--- config.mk ---
export PLATFORM = sky130hd
export DESIGN_NAME = cbs_front
export DESIGN_NICKNAME = d
export VERILOG_FILES = /design/src/rtl/class_wise_box_suppression_unit_assert.svh /design/src/rtl/cbs_pkg.sv /design/src/rtl/cbs_front.sv
export SDC_FILE = /design/constraint.sdc
export NUM_CORES = 1
export LEC_CHECK = 0
export ABC_AREA = 1
export BUFFER_PORTS_ARGS = -buffer_cell sky130_fd_sc_hd__buf_4
export CAP_MARGIN = 20
export CORE_AREA = 3 3 134 136
export DETAILED_ROUTE_END_ITERATION = 7
export DIE_AREA = 0 0 137 139
export HOLD_SLACK_MARGIN = 0.05
export PLACE_DENSITY = 0.64
export SYNTH_ARGS = -nofsm -noshare
export SYNTH_HDL_FRONTEND = slang
export SYNTH_SLANG_ARGS = --single-unit
--- constraint.sdc ---
create_clock -name clk -period 1.83 [get_ports clk]
set_input_delay 0.366 -clock clk [delete_from_list [all_inputs] [get_ports clk]]
set_output_delay 0.366 -clock clk [all_outputs]
set_load 0.05 [all_outputs]
--- src/rtl/class_wise_box_suppression_unit_assert.svh ---
// Assertion macros for the box suppression unit.
// Included by RTL files that carry concurrent checks; expects clk and rst_n in scope.
`ifndef CLASS_WISE_BOX_SUPPRESSION_UNIT_ASSERT_SVH
`define CLASS_WISE_BOX_SUPPRESSION_UNIT_ASSERT_SVH
`ifndef SYNTHESIS
`define CBS_ASSERT_ALWAYS(lbl, expr) \
  lbl: assert property (@(posedge clk) disable iff (!rst_n) (expr)) \
    else $error("assertion failed");
`define CBS_ASSERT_NEXT(lbl, ante, cons) \
  lbl: assert property (@(posedge clk) disable iff (!rst_n) (ante) |=> (cons)) \
    else $error("assertion failed");
`else
`define CBS_ASSERT_ALWAYS(lbl, expr)
`define CBS_ASSERT_NEXT(lbl, ante, cons)
`endif
`endif

--- src/rtl/cbs_pkg.sv ---
// Shared constants, codes and types of the box suppression unit.
// No dependencies.
`timescale 1ns / 1ps
package cbs_pkg;
  localparam int MAX_BOXES = 64;
  localparam int IDX_W     = 6;
  localparam int CNT_W     = 7;
  localparam int COORD_W   = 16;
  localparam int SCORE_W   = 16;
  localparam int CLASS_W   = 6;
  localparam int NUM_CLASSES = 64;
  localparam int LIMIT_W   = 7;
  localparam int FIFO_DEPTH = 4;
  localparam int FIFO_PTR_W = 2;
  localparam int FIFO_CNT_W = 3;
  localparam int CFG_IDX_W = 2;
  localparam int CFG_DATA_W = 64;

  localparam logic [CFG_IDX_W-1:0] CFG_CONF_THR = 2'd0;
  localparam logic [CFG_IDX_W-1:0] CFG_IOU_THR  = 2'd1;
  localparam logic [CFG_IDX_W-1:0] CFG_MAX_DET  = 2'd2;
  localparam logic [CFG_IDX_W-1:0] CFG_CLS_MASK = 2'd3;

  localparam logic CMD_LOAD = 1'b0;
  localparam logic CMD_END  = 1'b1;

  typedef struct packed {
    logic [SCORE_W-1:0]     conf_thr;
    logic [SCORE_W-1:0]     iou_thr;
    logic [LIMIT_W-1:0]     max_det;
    logic [NUM_CLASSES-1:0] class_mask;
  } cfg_t;

  typedef struct packed {
    logic               is_end;
    logic [COORD_W-1:0] x;
    logic [COORD_W-1:0] y;
    logic [COORD_W-1:0] w;
    logic [COORD_W-1:0] h;
    logic [SCORE_W-1:0] score;
    logic [CLASS_W-1:0] cls;
  } q_item_t;

  typedef struct packed {
    logic               valid_res;
    logic [COORD_W-1:0] x;
    logic [COORD_W-1:0] y;
    logic [COORD_W-1:0] w;
    logic [COORD_W-1:0] h;
    logic [SCORE_W-1:0] score;
    logic [CLASS_W-1:0] cls;
    logic               last;
    logic               ovf;
  } res_t;
endpackage

--- src/rtl/cbs_front.sv ---
// Front end: configuration registers and the input filter (threshold, class mask).
// Depends on cbs_pkg.
`timescale 1ns / 1ps
module cbs_front (
  input  logic                                 clk,
  input  logic                                 rst_n,
  input  logic                                 cfg_we,
  input  logic [cbs_pkg::CFG_IDX_W-1:0]        cfg_index,
  input  logic [cbs_pkg::CFG_DATA_W-1:0]       cfg_wdata,
  input  logic                                 in_valid,
  output logic                                 in_ready,
  input  logic                                 in_cmd,
  input  logic [cbs_pkg::COORD_W-1:0]          in_box_x,
  input  logic [cbs_pkg::COORD_W-1:0]          in_box_y,
  input  logic [cbs_pkg::COORD_W-1:0]          in_box_w,
  input  logic [cbs_pkg::COORD_W-1:0]          in_box_h,
  input  logic [cbs_pkg::SCORE_W-1:0]          in_confidence,
  input  logic [cbs_pkg::CLASS_W-1:0]          in_class_id,
  input  logic                                 q_full,
  output logic                                 q_push,
  output cbs_pkg::q_item_t                     q_item,
  output cbs_pkg::cfg_t                        cfg
);
  cbs_pkg::cfg_t cfg_r;
  logic          keep;

  always_ff @(posedge clk) begin
    if (!rst_n) begin
      cfg_r.conf_thr   <= 16'd32768;
      cfg_r.iou_thr    <= 16'd26214;
      cfg_r.max_det    <= 7'd64;
      cfg_r.class_mask <= '1;
    end else if (cfg_we) begin
      unique case (cfg_index)
        cbs_pkg::CFG_CONF_THR: cfg_r.conf_thr   <= cfg_wdata[cbs_pkg::SCORE_W-1:0];
        cbs_pkg::CFG_IOU_THR:  cfg_r.iou_thr    <= cfg_wdata[cbs_pkg::SCORE_W-1:0];
        cbs_pkg::CFG_MAX_DET:  cfg_r.max_det    <= cfg_wdata[cbs_pkg::LIMIT_W-1:0];
        cbs_pkg::CFG_CLS_MASK: cfg_r.class_mask <= cfg_wdata[cbs_pkg::NUM_CLASSES-1:0];
        default: ;
      endcase
    end
  end

  assign cfg = cfg_r;

  // filtered loads are consumed here and never reach the queue
  assign keep = (in_cmd == cbs_pkg::CMD_END) ||
                ((in_confidence >= cfg_r.conf_thr) && cfg_r.class_mask[in_class_id]);
  assign in_ready = !q_full;
  assign q_push   = in_valid && !q_full && keep;

  always_comb begin
    q_item.is_end = (in_cmd == cbs_pkg::CMD_END);
    q_item.x      = in_box_x;
    q_item.y      = in_box_y;
    q_item.w      = in_box_w;
    q_item.h      = in_box_h;
    q_item.score  = in_confidence;
    q_item.cls    = in_class_id;
  end
endmodule

==> flow_metrics.env, run 1 <==
export IMPL_clkSlewWorstSetupHoldPaths_ns=0.07
export IMPL_critPathRequiredTime_ns=1.46
export IMPL_syn_avg_cell_area_um2=7.17
export IMPL_cts_htree_levels=3
export IMPL_start_util_pct=31.0
export IMPL_hp_class="primary input to flop"
export IMPL_fp_dieW_um=137
export IMPL_ant_nets=0
export IMPL_fin_skew_ns=0
export IMPL_postSynthCellCount=738
export IMPL_cpLargestDelayFamily="simple AND/OR/NAND/NOR gates"
export IMPL_p_sw_mw=1.98
export IMPL_die_h_um=139
export IMPL_grt_remaining_overflow=0
export IMPL_ir_drop_v=0.000543
export IMPL_slew_headroom_pct=48.6
export IMPL_fmax_mhz=429
export IMPL_power_frac_clock_pct=34.1
export IMPL_io_buffers=221
export IMPL_path_buf_inv=3
export IMPL_switching_share_pct=32.6
export IMPL_ios=350
export IMPL_p_per_area_mw_per_mm2=844
export IMPL_crit_path_end_kind="output pin"
export IMPL_synthAdderAreaFrac_pct=3.79
export IMPL_synth_simple_gate_area_share_pct=32.3
export IMPL_final_hold_viol_count=0
export IMPL_synth_top_family_by_area="simple AND/OR/NAND/NOR gates"
export IMPL_crit_chain="inv_4, ha_4, nand2_2, inv_2, nand3_4, nor3_4, nand2_1, nand3_2, nand3_4, a21oi_4, buf_6"
export IMPL_internal_power_mw=4.09
export IMPL_holdWs_ns=0.225
export IMPL_max_stage_delay_ns=0.36
export IMPL_cts_tree="yes"
export IMPL_wl_mm=17.0
export IMPL_vias_per_cell=4.61
export IMPL_fin_total_pwr_mw=6.07
export IMPL_layout_commonest_cell="buf_4"
export IMPL_dp_hpwl_mm=12.7
export IMPL_finalCritPeriodShare_pct=127
export IMPL_setup_viol=1
export IMPL_syn_cell_area_mm2=0.00529
export IMPL_n_antenna_cell=0
export IMPL_grt_max_degree=65
export IMPL_fp_dieArea_mm2=0.0190
export IMPL_cp_max_fo=2
export IMPL_clock_latency_ns=0.35
export IMPL_numCtsBuffers=9
export IMPL_grt_pass1_wl_mm=26.2
export IMPL_num_fill_cells=1797
export IMPL_cts_sinks=103
export IMPL_wl_met3_mm=1.21
export IMPL_drc=0
export IMPL_syn2layout_area_growth_pct=36.1
export IMPL_timing_final_max_slew_violations=0
export IMPL_routed_wl_met2_mm=8.26
export IMPL_crit_arrival_ns=1.96
export IMPL_largest_reg_flops=103
export IMPL_core_mm2=0.0171
export IMPL_cp_slowest_cell="dfxtp_4"
export IMPL_rsz0062_at_grt="yes"
export IMPL_outcome="complete, but fails checks"
export IMPL_vias=5120
export IMPL_antenna_found_initial=0
export IMPL_ys_ff_latch=103
export IMPL_synth_compound_area_share_pct=5.56
export IMPL_p_leak_nw=3.63
export IMPL_root_buffer="clkbuf_16"
export IMPL_drt_pass1_iter_count=4
export IMPL_wl_met1_mm=7.30
export IMPL_ctsHoldBuffers=0
export IMPL_min_period_ns=2.33
export IMPL_wire_per_inst_um=15.3
export IMPL_crit_top_cell="nand3_4"
export IMPL_cap_viol_max_count=0
export IMPL_drt_iter0_drc=226
export IMPL_gp_congestion=0.802
export IMPL_clockBufferDepth=2
export IMPL_grt_pass1_vias=4921
export IMPL_setup_ws_ns=-0.500
export IMPL_worst_pin_slew_ns=0.770
export IMPL_yosysSeqAreaShare_pct=39.0
export IMPL_pwr_share_comb_pct=25.8
export IMPL_syn_num_nets=912
export IMPL_final_core_util_pct=42.2
export IMPL_synth_area_mux_share_pct=0
export IMPL_layout_nets=1054
export IMPL_violations="setup timing"
export IMPL_startpoint_type="flop"
export IMPL_mostFrequentLayoutCells="buf_4, nand2_1, nand3_1"
export IMPL_highest_layer="met4"
export IMPL_dpl_worst_slack_ns=-0.497
export IMPL_drive_gt1_share_pct=35.1
export IMPL_synth_xor_area_share_pct=0
export IMPL_yosysUniqueCellTypes=22
export IMPL_rows=48
export IMPL_worstSetupPathType="flop to output pin"
export IMPL_yosysWarnings=0
export IMPL_pwr_share_seq_pct=40.1
export IMPL_grt_usage_pct=17.3
## layer usage
metal	track usage [%]	vias up
met4	6.20	0
met3	3.70	25
met1	22.7	2330
met5	0	-
li1	-	2577
met2	27.9	188
## Yosys cell counts
| cell | instances | area share [%] |
|---|---|---|
| dfxtp_1 | 103 | 39 |
| nand3_2 | 2 | 0.38 |
| buf_4 | 90 | 13 |
| a21oi_1 | 22 | 2.1 |
| nor3_4 | 1 | 0.31 |
| inv_1 | 32 | 2.3 |
| nor3_1 | 2 | 0.19 |
| nand2_1 | 225 | 16 |
| inv_2 | 2 | 0.14 |
| a21oi_2 | 1 | 0.17 |
| nor2_1 | 32 | 2.3 |
| o21ai_0 | 32 | 3.0 |
| clkbuf_1 | 18 | 1.3 |
| buf_2 | 11 | 1.0 |
| nand3_1 | 136 | 13 |
| o21a_1 | 1 | 0.14 |
| nor3_2 | 1 | 0.19 |
| nand4_1 | 1 | 0.12 |
| clkinv_4 | 1 | 0.17 |
| o211ai_1 | 1 | 0.14 |
| buf_6 | 8 | 1.7 |
| ha_1 | 16 | 3.8 |
## power by group through the flow
| stage | Combinational [mW] | Clock, mW | Sequential (mW) |
|---|---|---|---|
| 2_1_floorplan | 0.947 | 0 | 2.88 |
| 3_3_place_gp | 1.54 | 0 | 2.48 |
| 3_5_place_dp | 1.55 | 0 | 2.49 |
| 4_1_cts | 1.57 | 2.13 | 2.43 |
| 5_1_grt | 1.69 | 2.21 | 2.45 |
| 6_report | 1.57 | 2.07 | 2.43 |
## final timing paths
| kind | startpoint | endpoint | slack (ns) | cells past startpoint |
|---|---|---|---|---|
| worst min register to register | cfg[76] | cfg[76] | 0.46 | 2 |
| worst max-delay path | cfg[102] | q_push | -0.50 | 11 |
| worst min-delay path | cfg_wdata[34] | cfg[34] | 0.22 | 3 |
| worst max register to register | cfg[102] | cfg[102] | 0.97 | 4 |
## repair_timing
| item | in CTS | in global routing |
|---|---|---|
| resized for setup | 12 | 3 |
| endpoints found under the setup margin | 1 | 1 |
| endpoints found under the hold margin | 0 | 0 |
| buffers inserted | 1 | 0 |
| pin swaps | 6 | 0 |
## cells by family after synthesis
logic type / count (synthesis)
buffers and inverters: 162
AO/OA/AOI/OAI: 57
AND/OR/NAND/NOR: 400
flip-flops: 103
adder cells (fa/ha/maj): 16
## worst reg2reg max path, cell delays in order (launching register included)
cell,delay [ns]
dfxtp_4,0.36
inv_4,0.04
buf_4,0.12
buf_4,0.12
o211ai_1,0.15
## stage by stage
| stage | setup TNS [ns] | cell area, µm² | std cells |
|---|---|---|---|
| detailed placement | -0.497 | 6800 | 1093 |
| floorplan | -0.184 | 5390 | 738 |
| global placement | -0.506 | 6800 | 1093 |
| CTS | -0.550 | 7170 | 1110 |
| finish | -0.500 | 7200 | 1110 |
| global route | -0.640 | 7200 | 1110 |
## layout make-up
| class | instances | area, µm² | share of cell area, % |
|---|---|---|---|
| timing repair buffer | 258 | 2030 | 28.2 |
| multi-input combinational | 473 | 2320 | 32.2 |
| clock inverter | 4 | 51.3 | 0.713 |
| inverter | 35 | 141 | 1.96 |
| sequential | 103 | 2110 | 29.3 |
| clock buffer | 12 | 268 | 3.72 |
| tap | 225 | 282 | 3.91 |
Note: power is estimated with default switching activity, not from simulation.
==> run 2, diff against run 1 <==
--- a/config.mk
+++ b/config.mk
@@ -13,6 +13,7 @@
 export DIE_AREA = 0 0 137 139
 export HOLD_SLACK_MARGIN = 0.05
 export PLACE_DENSITY = 0.64
+export REMOVE_ABC_BUFFERS = 1
 export SYNTH_ARGS = -nofsm -noshare
 export SYNTH_HDL_FRONTEND = slang
 export SYNTH_SLANG_ARGS = --single-unit
==> flow_metrics.env, run 2 (same netlist as run 1, synthesis figures left out) <==
export IMPL_gp_congestion=0.910
export IMPL_fp_dieArea_mm2=0.0190
export IMPL_ant_nets=0
export IMPL_drt_pass1_iter_count=4
export IMPL_layout_commonest_cell="buf_4"
export IMPL_numCtsBuffers=9
export IMPL_antenna_found_initial=0
export IMPL_gr_usage_met2_pct=37.7
export IMPL_vias_per_cell=4.73
export IMPL_fmax_mhz=428
export IMPL_syn2layout_area_growth_pct=38.0
export IMPL_cap_viol_max_count=0
export IMPL_p_leak_nw=3.70
export IMPL_switching_share_pct=34.0
export IMPL_finalCritPeriodShare_pct=128
export IMPL_fp_dieW_um=137
export IMPL_dp_hpwl_mm=19.4
export IMPL_ctsHoldBuffers=0
export IMPL_mostFrequentLayoutCells="buf_4, nand2_1, nand3_1"
export IMPL_cts_sinks=103
export IMPL_grt_remaining_overflow=0
export IMPL_multi_input_area_mm2=0.00238
export IMPL_ir_drop_v=0.000551
export IMPL_ios=350
export IMPL_drive_gt1_share_pct=37.4
export IMPL_min_period_ns=2.33
export IMPL_drt_iter0_drc=265
export IMPL_die_h_um=139
export IMPL_tns_ns=-0.505
export IMPL_grt_busiest_layer="met2"
export IMPL_cts_tree="yes"
export IMPL_clock_latency_ns=0.35
export IMPL_layout_nets=1069
export IMPL_start_util_pct=31.0
export IMPL_core_mm2=0.0171
export IMPL_wl_mm=24.0
export IMPL_pwr_share_comb_pct=27.2
export IMPL_startpoint_type="flop"
export IMPL_io_buffers=221
export IMPL_clkSlewWorstSetupHoldPaths_ns=0.07
export IMPL_drc=0
export IMPL_cp_max_fo=2
export IMPL_grt_pass1_vias=5008
export IMPL_rsz0062_at_grt="yes"
export IMPL_crit_path_end_kind="output pin"
export IMPL_grt_pass1_wl_mm=33.4
export IMPL_n_antenna_cell=0
export IMPL_internal_power_mw=3.92
export IMPL_clockBufferDepth=2
export IMPL_grt_usage_pct=24.1
export IMPL_root_buffer="clkbuf_16"
export IMPL_outcome="complete, but fails checks"
export IMPL_cts_htree_levels=3
export IMPL_wire_per_inst_um=21.4
export IMPL_use_met3_pct=21.7
export IMPL_seqCellArea_mm2=0.00207
export IMPL_setup_viol=1
export IMPL_final_core_util_pct=42.8
export IMPL_worstSetupPathType="flop to output pin"
export IMPL_vias=5320
export IMPL_p_sw_mw=2.01
export IMPL_critPathRequiredTime_ns=1.46
export IMPL_fin_skew_ns=0
export IMPL_p_per_area_mw_per_mm2=812
export IMPL_grt_util_met1_pct=22.7
export IMPL_power_frac_clock_pct=31.6
export IMPL_grt_max_degree=63
export IMPL_setup_ws_ns=-0.505
export IMPL_num_fill_cells=1809
export IMPL_timing_final_max_slew_violations=0
export IMPL_worst_pin_slew_ns=0.759
export IMPL_pwr_share_seq_pct=41.3
export IMPL_largest_reg_flops=103
export IMPL_crit_arrival_ns=1.97
export IMPL_hp_class="primary input to flop"
export IMPL_rows=48
export IMPL_slew_headroom_pct=49.3
export IMPL_final_hold_viol_count=0
export IMPL_fin_total_pwr_mw=5.93
export IMPL_violations="setup timing"
[run 2: cell types whose count changed in the layout (fill, tap and decap cells not counted), sizes merged]
cell,before,now
clkbuf,12,10
buf,258,273
bufinv,1,0
clkinvlp,1,0
inv,34,35
clkinv,3,6
[run 2: routing by layer]
layer / up-vias / routed length [µm] / share of wire, %
li1: 2610 / - / -
met4: 4 / 457 / 1.9
met3: 26 / 4700 / 20
met2: 285 / 10900 / 46
met5: - / 223 / 0.93
met1: 2395 / 7710 / 32
[run 2: final cells by class]
cell class                      count  share of cell area, %
Clock buffer                       10                   3.27
Clock inverter                      6                  0.617
Inverter                           35                   1.90
Multi-Input combinational cell    473                   32.6
Sequential cell                   103                   28.4
Tap cell                          225                   3.86
Timing Repair Buffer              273                   29.4
[run 2: metrics by stage]
step	hold slack, ns	worst slack [ns]	cells	cell area [µm²]
floorplan	0.450	-1.93	611	4400
global placement	0.441	-0.379	1106	6800
detailed placement	0.448	-0.455	1106	6800
CTS	0.205	-0.573	1123	7160
global route	0.210	-0.629	1125	7300
finish	0.222	-0.505	1125	7300
[run 2: worst max-delay path: stages, from the launching register on]
cell and delay, ns:
dfxtp_2 0.34, inv_2 0.05, ha_4 0.26, nand2_2 0.04
inv_2 0.08, nand3_4 0.09, nor3_4 0.14, nand2_1 0.09
nand3_2 0.10, nand3_2 0.11, a21oi_2 0.14, buf_6 0.17
[run 2: final timing paths]
kind / from / slack, ns / endpoint / depth (start not counted)
worst max-delay path: cfg[102] / -0.50 / q_push / 11
worst min-delay path: cfg_wdata[52] / 0.22 / cfg[52] / 3
worst max register to register: cfg[102] / 0.96 / cfg[102] / 4
worst min register to register: cfg[85] / 0.46 / cfg[85] / 2
[run 2: power by group through the flow]
stage          Combinational (mW)  Clock [mW]  Sequential [mW]
2_1_floorplan               0.359           0             2.89
3_3_place_gp                 1.54           0             2.49
3_5_place_dp                 1.55           0             2.49
4_1_cts                      1.57        1.93             2.44
5_1_grt                      1.73        2.00             2.46
6_report                     1.61        1.87             2.45
[run 2: repair_timing]
| action | CTS | global route |
|---|---|---|
| setup buffers | 1 | 2 |
| pin swaps | 9 | 9 |
| endpoints found under the setup margin | 1 | 1 |
| gates resized for setup | 17 | 30 |
